## src/hdl/assert_macros.svh

```systemverilog
// Assertion macros shared by the gamma core RTL.
`ifndef ASSERT_MACROS_SVH
`define ASSERT_MACROS_SVH

// Consequent must hold in the same cycle as the antecedent.
`define OGAM_ASSERT_IMPL(lbl, clk, rstn, ante, cons, msg) \
    lbl: assert property (@(posedge clk) disable iff (!(rstn)) (ante) |-> (cons)) \
        else $error(msg);

// Consequent must hold in the cycle after the antecedent.
`define OGAM_ASSERT_NEXT(lbl, clk, rstn, ante, cons, msg) \
    lbl: assert property (@(posedge clk) disable iff (!(rstn)) (ante) |=> (cons)) \
        else $error(msg);

`endif

```

## src/hdl/ogam_ram.sv

```systemverilog
// Generic simple dual-port RAM with one write port and a registered read port.
module ogam_ram #(
    parameter int WIDTH = 16,
    parameter int DEPTH = 256,
    localparam int AW = (DEPTH > 1) ? $clog2(DEPTH) : 1
) (
    input  logic             aclk,
    input  logic             we,
    input  logic [AW-1:0]    waddr,
    input  logic [WIDTH-1:0] wdata,
    input  logic             re,
    input  logic [AW-1:0]    raddr,
    output logic [WIDTH-1:0] rdata
);

    logic [WIDTH-1:0] mem_reg [DEPTH];
    logic [WIDTH-1:0] rdata_reg;

    // write port
    always_ff @(posedge aclk) begin
        if (we) begin
            mem_reg[waddr] <= wdata;
        end
    end

    // read port, registered
    always_ff @(posedge aclk) begin
        if (re) begin
            rdata_reg <= mem_reg[raddr];
        end
    end

    assign rdata = rdata_reg;

endmodule

```

## config.mk

```make
export PLATFORM = sky130hd
export DESIGN_NAME = ogam_ram
export DESIGN_NICKNAME = d
export VERILOG_FILES = /design/src/hdl/assert_macros.svh /design/src/hdl/ogam_ram.sv
export SDC_FILE = /design/constraint.sdc
export NUM_CORES = 2
export LEC_CHECK = 0
export ABC_AREA = 1
export BUFFER_PORTS_ARGS = -buffer_cell sky130_fd_sc_hd__buf_2
export CELL_PAD_IN_SITES_DETAIL_PLACEMENT = 1
export CELL_PAD_IN_SITES_GLOBAL_PLACEMENT = 1
export CORE_ASPECT_RATIO = 0.8
export CORE_MARGIN = 10
export CORE_UTILIZATION = 39
export CTS_CLUSTER_DIAMETER = 100
export DETAILED_ROUTE_END_ITERATION = 6
export PLACE_DENSITY = 0.72
export RECOVER_POWER = 50
export SLEW_MARGIN = 10
export SYNTH_ARGS = -nofsm -noshare
export SYNTH_HDL_FRONTEND = slang
export SYNTH_SLANG_ARGS = --single-unit
export TNS_END_PERCENT = 30
```

## constraint.sdc

```tcl
create_clock -name aclk -period 2.15 [get_ports aclk]
set_clock_uncertainty 0.15 [all_clocks]
set_input_delay 0 -clock aclk [delete_from_list [all_inputs] [get_ports aclk]]
set_output_delay 0 -clock aclk [all_outputs]
set_load 0.1 [all_outputs]
```

Yosys cells after proc, flatten, opt, wreduce, memory -nomap -nowiden
Memory sizes are Yosys's and may differ from the RTL's. A register that Yosys moved wholly into a read port is not among the register bits.
Index checks and enable logic that the tools add are counted.
{"block": "totals", "elab_cells": 3, "ff_bits": 0, "ram_bits": 4096, "n_memories": 1, "input_bits": 35}
{"block": "op_classes", "n_mux": 2}
{"name": "mem_reg", "depth": 256, "word_bits": 16, "rd": 1, "rd_ports_with_merged_regs": 1, "write_ports": 1, "line_no": "ogam_ram.sv:16", "source": "logic [WIDTH-1:0] mem_reg [DEPTH];"}
{"cell": "two-way mux 1 bit", "count": 2}

Logic depth before layout (Yosys ltp)
{"block": "depth", "ltp_word": 2, "depth_mapped": 15, "ltp_nobuf": 11}

Worst setup path before layout
No wires, ideal clock.
{"block": "synth_path", "path_type": "input-to-reg", "from": "input port we", "to": "memory mem_reg[164][0] (enable)", "path_stages": 4, "arrival_time_ns": 1.452, "setup_slack_ns": 0.160, "setup_ns": 0.388, "t_required_ns": 1.612, "path_cell_list": "clkbuf_1 nand3_1 clkbuf_1 nor2_1"}
{"block": "synth_via", "elab_chain_len": 2}
{"item": "start: declaration", "line_no": "ogam_ram.sv:8", "source": "input logic we,"}
{"item": "two-way mux 1 bit", "line_no": "ogam_ram.sv:21", "source": "if (we) begin"}
{"item": "two-way mux 1 bit (not written as such)", "line_no": "ogam_ram.sv:22", "source": "mem_reg[waddr] <= wdata;"}
{"item": "end: declaration", "line_no": "ogam_ram.sv:16"}
No other way between the ends.

Final worst setup path
{"block": "layout_path", "from": "input port re", "to": "register rdata_reg[2] (netlist: rdata[2]) (read register of mem_reg) (enable)"}
{"item": "start: declaration", "line_no": "ogam_ram.sv:11", "source": "input logic re,"}
{"item": "end: declaration", "line_no": "ogam_ram.sv:17", "source": "logic [WIDTH-1:0] rdata_reg;"}
No word-level cell between the ends.

==> results.md <==
- Status: finished with violations
- Failing checks: capacitance limit, slew limit, setup timing
- Largest register FFs: 4096
- 1st-pass router iterations: 6
- Worst path arrival time: 2.77 ns
- # port buffers: 50
- DRC: 0
- Syn nets: roughly 14000
- Post-synth EDFFs: 4112
- Clk root buf: clkbuf_16
- Synth async-reset ratio: 0%
- Commonest cells in the synthesized netlist: 4211 x nand2_1, 4112 x edfxtp_1, 4035 x nand3_1, 495 x buf_2, 283 x nor2_1
- Vias: between 100k and 150k
- CP endpoint kind: register
- Total track usage: 25.2%
- Row cnt: between 200 and 250
- Wire per inst: 28.8 um
- Final Core Density: between 40% and 50%
- ANT nets after route: 0
- Crit Path Class: primary input to register
- Crit path max-delay cell type: dlygate4sd3_1
- Global route overflow: 0
- Die height: 603 um
- Critical Path Max Stage Delay: approximately 0.96 ns
- Initial antenna violation count: 49
- First-pass GRT wire length: between 800 and 900 mm
- Die footprint: 452000 um2
- Crit Path Max Fanout: 12
- Post-Syn Instances: 13600
- CP startpoint kind: primary input
- Tot Pwr: 172 mW
- Clock Tree Buf Depth: 4
- # IOs: between 50 and 60
- Synth Flop Type: edfxtp_1
- Core ar.: roughly 420000 um2
- H-tree Lvls: 5
- Vias/cell: 5.79
- Max-slew violations: 276
- Hpwl dp: 372 mm
- Yosys reg bits: approximately 4000
- Worst-Margin Slew: roughly 1.9 ns
- Initial core utilization: 39.1%
- Largest net degree at the start of global routing: between 100 and 150
- Die Wd: 749 um
- Critical-path cell list: dlygate4sd3_1 > dlygate4sd3_1 > clkbuf_2 > dlygate4sd3_1
- P per Cell Area: 872 nW/um2
- Clock sink count: 4112
- Top-count cell post-synth: nand2_1
- Post-Synthesis Cell Area: ~170000 um2
- Initial DRC count: ~16000
- Worst hold path type: primary input to register
- Hold Vio Cnt, Final: 0
- Maximum clock rate: 0.446 GHz
- Vias in the first global route: between 100k and 150k
- Max Cap Viol: 5
- Net count, final: around 15000
- Yosys warning total: 0
- Critical Path RT: 2.68 ns
- Leakage: 70.0 nW
- Unrepaired setup endpoints after global routing: true
- Synth-to-layout area growth: 19.0%
- Clock Latency Late Sink: 1.05 ns
- Final Critical Period: between 2 and 2.5 ns
- Share of the synthesized area in the top cell type: 74.4%
- Worst-path clk slew: 0.06 ns
- Final setup vio count: ~140
- Peak VDD IR: 796 uV
- Sequential element share of the synthesized area: approximately three quarters
- Final wirelength: 590 mm
- Proportion of layout cells with a drive suffix above 1: 14.2%
- Final period utilization: 104%
- Yosys top cell by area: edfxtp_1
- Worst slew margin: -27.7%
- Post-synth cell types: 14
- CTS tree: yes
- Cts bufs inserted: 415
- RePlAce Congestion: 0.899
- Syn avg cell area: 12.2 um2
- Synth area leaders: edfxtp_1 74%, nand3_1 12%, nand2_1 9.5%
- Final setup margin: -0.0904 ns
- Most used cell, CP: dlygate4sd3_1
## final timing paths
path | start | end | slack, ns | cells past startpoint
worst max register to register | mem_reg[236][1]$_DFFE_PP_ | rdata[1]$_DFFE_PP_ | -0.02 | 10
worst min-delay path | raddr[0] | rdata[8]$_DFFE_PP_ | 0.08 | 12
worst min register to register | mem_reg[108][13]$_DFFE_PP_ | rdata[13]$_DFFE_PP_ | 0.98 | 10
worst max-delay path | re | rdata[2]$_DFFE_PP_ | -0.09 | 4
## layer usage
metal	wire length (um)	part of all wire [%]	vias to the layer above	track usage (%)
li1	-	-	50600	-
met1	236000	40	60900	34.7
met2	268000	45	6140	39.2
met3	58700	9.9	1218	4.83
met4	26500	4.5	26	10.7
met5	311	0.053	-	0
## placed cells by master (no fill, tap or decap)
cell type and count:
clkinvlp_4 9, inv_2 1, buf_6 18, clkbuf_1 146, dlymetal6s2s_1 3, buf_4 808, inv_1 33, buf_2 17
nand2_4 13, edfxtp_1 4112, nor2_1 263, bufinv_16 20, clkinv_8 7, dlygate4sd3_1 59, inv_8 2, nor2_2 20
inv_16 8, clkbuf_16 422, nand3_4 11, inv_6 8, clkbuf_2 68, clkbuf_8 1, nand3_1 3872, buf_8 8
clkbuf_4 32, nand2_2 25, buf_12 394, clkinv_16 1, clkinv_1 103, dlymetal6s4s_1 3, diode_2 20, nand3_2 152
clkinv_4 3, clkinv_2 72, nand2_1 4173
## logic make-up after synthesis
kind of cell,share of synthesized area [%]
simple gates,22.3
buf+inv,3.21
flops,74.4
## critical path, delay by kind of cell
kind	cells	cell delay [ns]
buffers and inverters	4	2.76
## timing repair
| action | CTS | global route |
|---|---|---|
| pin swaps | 0 | 9 |
| hold buffers | 72 | 0 |
| setup endpoints to repair | 29 | 72 |
| gates resized for setup | 113 | 123 |
| hold endpoints to repair | 6934 | 0 |
| setup buffers | 0 | 0 |
## final cells by class
type | instances | area [um2]
fillers | 43900 | 227000
flip-flops and latches | 4112 | 123000
multi-input cells | 8529 | 38200
repair buffers | 1451 | 15800
clock buffers | 528 | 11000
well taps | 5616 | 7030
clock inverters | 228 | 1770
inverters | 39 | 199
diodes | 20 | 50.0
## per-stage QoR
| step | worst slack [ns] | cell area [um2] | TNS, ns | hold WS, ns | instances |
|---|---|---|---|---|---|
| after floorplan | 0.160 | 166000 | 0 | -0.0511 | 13600 |
| after global placement | -1.02 | 184000 | -13.70 | 0.228 | 19700 |
| after detailed placement | -1.06 | 184000 | -13.98 | 0.228 | 19700 |
| after CTS | -0.105 | 198000 | -0.217 | 0.00552 | 20500 |
| after global routing | -0.0607 | 197000 | -1.57 | 0.118 | 20500 |
| final | -0.0904 | 197000 | -3.34 | 0.0802 | 20500 |
## power by group
group	internal (mW)	total (mW)	switching (mW)	leakage [nW]
Sequential	88.4	88.5	0.0888	37.0
Combinational	3.92	13.6	9.72	26.9
Clock	38.4	70.1	31.7	6.22
Total	131	172	41.5	70.0
(Power assumes the default switching activity.)
