[config.mk]
export PLATFORM = sky130hd
export DESIGN_NAME = ogam_div
export DESIGN_NICKNAME = d
export VERILOG_FILES = /design/src/hdl/ogam_pkg.sv /design/src/hdl/ogam_div.sv
export VERILOG_INCLUDE_DIRS = /design/src /design/src/hdl
export SDC_FILE = /design/constraint.sdc
export NUM_CORES = 1
export LEC_CHECK = 0
export ABC_AREA = 1
export BUFFER_PORTS_ARGS = -buffer_cell sky130_fd_sc_hd__buf_2
export CAP_MARGIN = 15
export CORE_MARGIN = 2
export CORE_UTILIZATION = 45
export DETAILED_ROUTE_END_ITERATION = 10
export SLEW_MARGIN = 5
export SYNTH_ARGS = -nofsm -noshare
export SYNTH_HDL_FRONTEND = slang
export SYNTH_SLANG_ARGS = --single-unit
[constraint.sdc]
create_clock -name aclk -period 15.36 [get_ports aclk]
set_input_delay 3.072 -clock aclk [delete_from_list [all_inputs] [get_ports aclk]]
set_output_delay 3.072 -clock aclk [all_outputs]
set_load 0.03 [all_outputs]
[src/hdl/assert_macros.svh]
// Assertion macros shared by the gamma core RTL.
`ifndef ASSERT_MACROS_SVH
`define ASSERT_MACROS_SVH

// Consequent must hold in the same cycle as the antecedent.
`define OGAM_ASSERT_IMPL(lbl, clk, rstn, ante, cons, msg) \
    lbl: assert property (@(posedge clk) disable iff (!(rstn)) (ante) |-> (cons)) \
        else $error(msg);

// Consequent must hold in the cycle after the antecedent.
`define OGAM_ASSERT_NEXT(lbl, clk, rstn, ante, cons, msg) \
    lbl: assert property (@(posedge clk) disable iff (!(rstn)) (ante) |=> (cons)) \
        else $error(msg);

`endif

[src/hdl/ogam_pkg.sv]
// Package of the gamma core: sizes, register indexes, payload types and helpers.
package ogam_pkg;

    // table geometry and count width
    localparam int MAX_ROWS    = 16;
    localparam int MAX_COLS    = 16;
    localparam int COUNT_BITS  = 16;
    localparam int STORE_DEPTH = MAX_ROWS * MAX_COLS;
    localparam int ADDR_BITS   = $clog2(STORE_DEPTH);
    localparam int IDX_BITS    = ADDR_BITS + 1;
    localparam int ROW_BITS    = $clog2(MAX_ROWS + 1);
    localparam int COL_BITS    = $clog2(MAX_COLS + 1);

    // suffix sums, products, accumulators
    localparam int SUM_BITS    = COUNT_BITS + ADDR_BITS;
    localparam int PROD_BITS   = COUNT_BITS + SUM_BITS;
    localparam int ACC_BITS    = 48;
    localparam int DEN_BITS    = ACC_BITS + 1;
    localparam int REM_BITS    = DEN_BITS + 1;
    localparam int WIDE_BITS   = ((PROD_BITS > ACC_BITS) ? PROD_BITS : ACC_BITS) + 1;
    localparam logic [ACC_BITS-1:0] ACC_MAX = {ACC_BITS{1'b1}};

    // gamma in Q1.15
    localparam int GAMMA_BITS   = 16;
    localparam int FRAC_BITS    = GAMMA_BITS - 1;
    localparam int DIV_CNT_BITS = $clog2(GAMMA_BITS + 1);
    localparam logic [GAMMA_BITS-1:0] GAMMA_POS_MAX = {1'b0, {FRAC_BITS{1'b1}}};

    // configuration registers
    localparam int DIM_BITS       = 5;
    localparam int CFG_INDEX_BITS = 1;
    localparam logic [DIM_BITS-1:0]       DIM_RESET    = DIM_BITS'(16);
    localparam logic [CFG_INDEX_BITS-1:0] CFG_NUM_ROWS = CFG_INDEX_BITS'(0);
    localparam logic [CFG_INDEX_BITS-1:0] CFG_NUM_COLS = CFG_INDEX_BITS'(1);

    typedef struct packed {
        logic [COUNT_BITS-1:0] cell_count;
        logic                  last_cell;
    } ogam_in_t;

    typedef struct packed {
        logic signed [GAMMA_BITS-1:0] gamma_value;
        logic [ACC_BITS-1:0]          concordant_sum;
        logic [ACC_BITS-1:0]          discordant_sum;
        logic                         undefined;
    } ogam_out_t;

    // divider request and response
    typedef struct packed {
        logic                start;
        logic [ACC_BITS-1:0] mag;
        logic [DEN_BITS-1:0] den;
    } ogam_div_req_t;

    typedef struct packed {
        logic                  done;
        logic [GAMMA_BITS-1:0] quot;
    } ogam_div_rsp_t;

    // saturate the row count into 2..MAX_ROWS
    function automatic logic [ROW_BITS-1:0] clamp_rows(input logic [DIM_BITS-1:0] v);
        int unsigned x;
        x = v;
        if (x < 2) x = 2;
        if (x > MAX_ROWS) x = MAX_ROWS;
        return ROW_BITS'(x);
    endfunction

    // saturate the column count into 2..MAX_COLS
    function automatic logic [COL_BITS-1:0] clamp_cols(input logic [DIM_BITS-1:0] v);
        int unsigned x;
        x = v;
        if (x < 2) x = 2;
        if (x > MAX_COLS) x = MAX_COLS;
        return COL_BITS'(x);
    endfunction

    // accumulate a product, saturating at the 48-bit ceiling
    function automatic logic [ACC_BITS-1:0] sat_add(input logic [ACC_BITS-1:0] a,
                                                    input logic [PROD_BITS-1:0] b);
        logic [WIDE_BITS-1:0] s;
        s = WIDE_BITS'(a) + WIDE_BITS'(b);
        if (s >= WIDE_BITS'(ACC_MAX)) return ACC_MAX;
        return ACC_BITS'(s);
    endfunction

endpackage

[src/hdl/ogam_div.sv]
// Restoring divider giving the rounded Q1.15 quotient of |C-D| over C+D.
`include "assert_macros.svh"

module ogam_div (
    input  logic                    aclk,
    input  logic                    aresetn,
    input  ogam_pkg::ogam_div_req_t div_req,
    output ogam_pkg::ogam_div_rsp_t div_rsp
);
    import ogam_pkg::*;

    typedef enum logic {D_IDLE, D_RUN} state_t;

    state_t                  state_reg, state_next;
    logic [REM_BITS-1:0]     rem_reg, rem_next;
    logic [DEN_BITS-1:0]     den_reg, den_next;
    logic [GAMMA_BITS-1:0]   q_reg, q_next;
    logic [GAMMA_BITS-1:0]   quot_reg, quot_next;
    logic [DIV_CNT_BITS-1:0] cnt_reg, cnt_next;
    logic                    done_reg, done_next;
    logic                    ge;
    logic [REM_BITS-1:0]     diff;

    // one quotient bit per cycle, then a final compare for round-half-up
    always_comb begin
        ge         = rem_reg >= {1'b0, den_reg};
        diff       = rem_reg - {1'b0, den_reg};
        state_next = state_reg;
        rem_next   = rem_reg;
        den_next   = den_reg;
        q_next     = q_reg;
        quot_next  = quot_reg;
        cnt_next   = cnt_reg;
        done_next  = 1'b0;
        case (state_reg)
            D_IDLE: begin
                if (div_req.start) begin
                    rem_next   = REM_BITS'(div_req.mag);
                    den_next   = div_req.den;
                    q_next     = '0;
                    cnt_next   = '0;
                    state_next = D_RUN;
                end
            end
            D_RUN: begin
                if (cnt_reg == DIV_CNT_BITS'(GAMMA_BITS)) begin
                    // remainder doubled already: ge means rem >= den - rem
                    quot_next  = q_reg + GAMMA_BITS'(ge);
                    done_next  = 1'b1;
                    state_next = D_IDLE;
                end else begin
                    q_next   = {q_reg[GAMMA_BITS-2:0], ge};
                    rem_next = ge ? {diff[DEN_BITS-1:0], 1'b0}
                                  : {rem_reg[DEN_BITS-1:0], 1'b0};
                    cnt_next = cnt_reg + DIV_CNT_BITS'(1);
                end
            end
            default: begin
                state_next = D_IDLE;
            end
        endcase
    end

    always_ff @(posedge aclk) begin
        if (!aresetn) begin
            state_reg <= D_IDLE;
            done_reg  <= 1'b0;
            cnt_reg   <= '0;
        end else begin
            state_reg <= state_next;
            done_reg  <= done_next;
            cnt_reg   <= cnt_next;
        end
        rem_reg  <= rem_next;
        den_reg  <= den_next;
        q_reg    <= q_next;
        quot_reg <= quot_next;
    end

    assign div_rsp.done = done_reg;
    assign div_rsp.quot = quot_reg;

    `OGAM_ASSERT_IMPL(a_start_idle, aclk, aresetn, div_req.start, state_reg == D_IDLE, "divider restarted while busy")
    `OGAM_ASSERT_IMPL(a_quot_range, aclk, aresetn, div_rsp.done, div_rsp.quot <= (GAMMA_BITS'(1) << FRAC_BITS), "quotient above one")

endmodule
==> Yosys cells after proc, flatten, opt, wreduce, memory -nomap -nowiden <==
Index checks and enable logic that the tools add are counted.
{ "classes": {"addsub": 3, "magnitude_cmp": 1, "eq_ne": 3, "mux": 14, "n_bitwise": 1, "n_reduce_logical": 4} }
{ "op_table": {"columns": ["operator", "n"], "rows": [
  ["50-bit 2-to-1 mux", 3],
  ["50-bit case mux with 2 select lines", 1],
  ["50-bit by 49-bit greater-or-equal comparator with 1-bit output", 1],
  ["49-bit subtractor", 1],
  ["16-bit 2-to-1 mux", 2],
  ["16-bit case mux with 2 select lines", 1],
  ["16-bit by 1-bit adder with 16-bit output", 1],
  ["5-bit 2-to-1 mux", 2],
  ["5-bit case mux with 2 select lines", 1],
  ["2-bit AND reduction", 4],
  ["5-bit by 1-bit adder with 5-bit output, second input constant", 1],
  ["5-bit == test, second input constant", 1],
  ["2-bit != test, second input constant", 2],
  ["1-bit 2-to-1 mux", 3],
  ["1-bit case mux with 2 select lines", 1],
  ["1-bit inverter", 1]
]} }
{ "totals": {"regBits": 138, "input_bits": 100, "output_inout_bits": 17, "word_cells": 33} }

==> Logic depth before layout (Yosys ltp) <==
{ "depth": {"ltp_word": 4, "mapped_depth": 23, "ltp_nobuf": 22} }

==> Worst setup path after synthesis <==
OpenSTA, ideal clock, no wires.
{ "synth_path": {"path_type": "input port to flip-flop", "from": "input div_req[97] (netlist name)", "to": "register q_reg[0] (enable)", "setup_ns": 0.421, "arrival_time_ns": 7.083, "path_slack_ns": 7.856, "stages": 4, "n_path_buf": 0, "path_cell_list": "inv_1 > nor2_1 > nor2_1 > inv_1"} }
{ "synth_via": {"elab_chain_cells": 2} }
{ "synth_lines": {"columns": ["item", "line_no", "rtl"], "rows": [
  ["from (decl)", "ogam_div.sv:7", "input ogam_pkg::ogam_div_req_t div_req,"],
  ["2-bit != test (no source line)", null, null],
  ["2-bit AND reduction (no source line)", null, null],
  ["to (signal assigned)", "ogam_div.sv:76", "q_reg <= q_next;"],
  ["to (decl)", "ogam_div.sv:17", "logic [GAMMA_BITS-1:0] q_reg, q_next;"]
]} }
Every way passes these cells.
A chain may end at the register's enable or synchronous reset.

==> Worst setup path after layout <==
{ "layout_path": {"from": "input div_req[97] (netlist name)", "to": "register rem_reg[14] (enable)"} }
{ "layout_via": {"elab_chain_cells": 2} }
{ "layout_lines": {"columns": ["item", "line_no", "rtl"], "rows": [
  ["2-bit != test (no source line)", null, null],
  ["2-bit AND reduction (no source line)", null, null],
  ["to (signal assigned)", "ogam_div.sv:74", "rem_reg <= rem_next;"],
  ["to (decl)", "ogam_div.sv:15", "logic [REM_BITS-1:0] rem_reg, rem_next;"]
]} }
Every way passes these cells.

==> results.ini <==
[detailed_routing]
routed-wl-met3_um=1530
dr.max_layer_used=met4
met1_length_um=14900
drc=0
drt-total-wl_um=29700
postRouteAntennaNets=0
drtPass1Iterations=5
drtIter0Drc=528
wl_met2_um=12900
vias=9317
detail_route.wl_per_cell_um=15.3
routed_via_density=4.80

[sta]
min_period_ns=5.26
maxSlewViolCount=0
max_freq_mhz=190
final-hold-violation-count=0
slew_headroom_pct=33.3
whs_ns=0.498
tightest_slew_ns=1.00
period_share_pct=34.2
setup-violations-final=0
skew_ns=0.0107
tns_ns=0
rsz0062_at_grt=false

[critical_path]
worst-path-buf-inv=5
crit_family=buffers and inverters
slowest_delay_ns=0.59
slowest_stage=inv_2
r2r-end=quot_reg[15]
r2r-start=den_reg[0]
crit_chain=buf_2 -> inv_1 -> nor2_4 -> buf_4 -> nor2_1 -> inv_2 -> buf_4
crit_type=input port to register
reg2reg_depth=18
crit_path_max_fanout=50
r2r_slack_ns=10.41
cp-end-kind=register
crit_path_start_kind=input port
arrival_ns=5.31
crit_top_cell=buf_4
crit_required_ns=15.42

[logic_synthesis]
synth_compound_area_share_pct=3.17
synth_top_flop_cell=edfxtp_1
synth-xor-area-share_pct=3.40
yosys.area_share.simple_pct=35.0
syn_area_um2=10600
ys_ff_latch=138
yosysWarnings=0
synth_top_family_by_area=simple AND/OR/NAND/NOR gates
synthesis.nets=1654
ys_seq_area_share_pct=38.5
synth_edf_count=131
synthMuxAreaShare_pct=0
netlist_instances=1499
avgSynthCellArea_um2=7.05
synthAdderAreaFrac_pct=6.58
synthArstFlopShare_pct=0
synth.distinct_cells=38

[cells_and_area]
n_fill_cell=2384
antenna_cells=0
drive_gt1_share_pct=12.6
largest_register_ffs=50
nets=1763
area_delta_synth_final_pct=13.2

[die]
dieArea_um2=24700
die_h_um=157
rows=56
fp.dieW_um=157
start_util_pct=45.4
pin_count=117
design.core.area_um2=23300

[global_route]
grt_max_degree=69
gr-total-overflow=0
grt_usage_pct=25.1
grt_pass1_wl_um=47300
antenna_found_initial=0
grt_pass1_vias=9024

[clocking]
post-cts-setup-buffers=0
postCtsResizedCells=0
cts_tree=yes
cts_buffers=17
cts_max_level=4
cts.path.max_buffers=2
holdBufCountCts=0
ctsRootBufferMaster=clkbuf_16
clk_latency_ns=0.42
path_clk_slew_ns=0.07
clock_sinks=138

[placed_design]
numPortBuffers=116
gp_congestion=0.937
dp_hpwl_um=23000

[power]
cellPowerDensity_nw_per_um2=116
finalPower_w=0.00138
peakVddDrop_v=0.0000792
p_leak_nw=6.33

[min_path]
min_to=cnt_reg[4]
hold_path.class=register to register
holdPathStages=2
hp-start=cnt_reg[4]

[outcome]
status=finished, final reports clean

[job]
max-cap-violations=0

-- synth_stat cells, drive strengths merged (4+ instances only) --
library cell	n	area, um^2
edfxtp	131	3930
and2	4	25.0
a21oi	37	193
nor3	13	65.1
nor2	109	464
nand3b	9	67.6
o21bai	5	37.5
buf	23	200
xnor2	28	245
nand2	575	2210
inv	312	1170
dfxtp	7	140
xor2	13	114
o21ai	12	60.1
nand4	49	322
ha	54	676
clkbuf	9	33.8
nand3	99	518
-- kinds of logic (layout without fill, tap and decap cells) --
family                     after synthesis  after routing
AOI/OAI and AO/OA                       60             60
xor gates and xnor gates                41             41
adders and majority gates               55             55
buffers and inverters                  344            466
DFF                                    138            138
and+or+nand+nor                        861            861
-- final cells by class --
cell class	count	area [um^2]	area share, %
flip-flops and latches	138	4080	34.1
multi-input cells	1017	5100	42.6
well taps	319	399	3.34
clock buffers	17	425	3.56
inverters	312	1170	9.79
repair buffers	122	626	5.23
clock inverters	15	165	1.38
-- per-stage QoR --
stage | utilization (%) | std cells | worst slack [ns] | cell area, um^2
detailed placement | 48.9 | 1908 | 9.63 | 11400
global placement | 48.9 | 1908 | 9.72 | 11400
finish | 51.4 | 1940 | 10.10 | 12000
global route | 51.4 | 1940 | 9.86 | 12000
CTS | 51.4 | 1940 | 10.08 | 12000
floorplan | - | 1499 | 7.86 | 10600
-- layer usage --
layer	GRT usage, %	vias to the layer above
li1	-	4891
met5	0	-
met4	5.76	0
met2	39.7	247
met1	36.2	4149
met3	3.88	30
-- worst max path at each step --
stage / start / endpoint / cells past startpoint
6_report: div_req[97] / rem_reg[14] / 7
3_3_place_gp: div_req[97] / rem_reg[14] / 7
4_1_cts: div_req[97] / rem_reg[14] / 7
2_1_floorplan: div_req[97] / q_reg[0] / 4
5_1_grt: div_req[97] / q_reg[15] / 7
3_5_place_dp: div_req[97] / rem_reg[15] / 7
-- placed cells by master (no fill, tap or decap), types with 3 or more instances in the layout --
master     instances
nand3_1           96
nor3_1            13
nor2_1            94
nand2_1          556
edfxtp_1         131
nand2_2           18
clkbuf_16         17
nor2_4             5
nand3b_1           9
o21ai_0           11
inv_1            305
nor2_2            10
inv_6              4
clkinv_4           6
ha_1              54
buf_4              6
nand4_1           48
o21bai_1           5
and2_1             3
xnor2_1           28
inv_2              7
xor2_1            13
a21oi_1           35
buf_2            116
dfxtp_1            6
-- power breakdown --
group	total (W)	leakage [nW]	internal (W)	switching (W)
Clock	0.000418	0.289	0.000242	0.000176
Combinational	0.000485	4.71	0.000161	0.000324
Sequential	0.000479	1.33	0.000461	0.0000187
Total	0.00138	6.33	0.000864	0.000519
-- worst register-to-register path: cells and delay by family (launching register included) --
| kind | cells | cell delay, ns |
|---|---|---|
| AND/OR/NAND/NOR | 12 | 3.02 |
| adder cells (fa/ha/maj) | 3 | 0.91 |
| flip-flops | 1 | 0.38 |
| buffers and inverters | 2 | 0.25 |
| XOR/XNOR | 1 | 0.15 |
No activity file was read; power rests on OpenSTA's default activity.
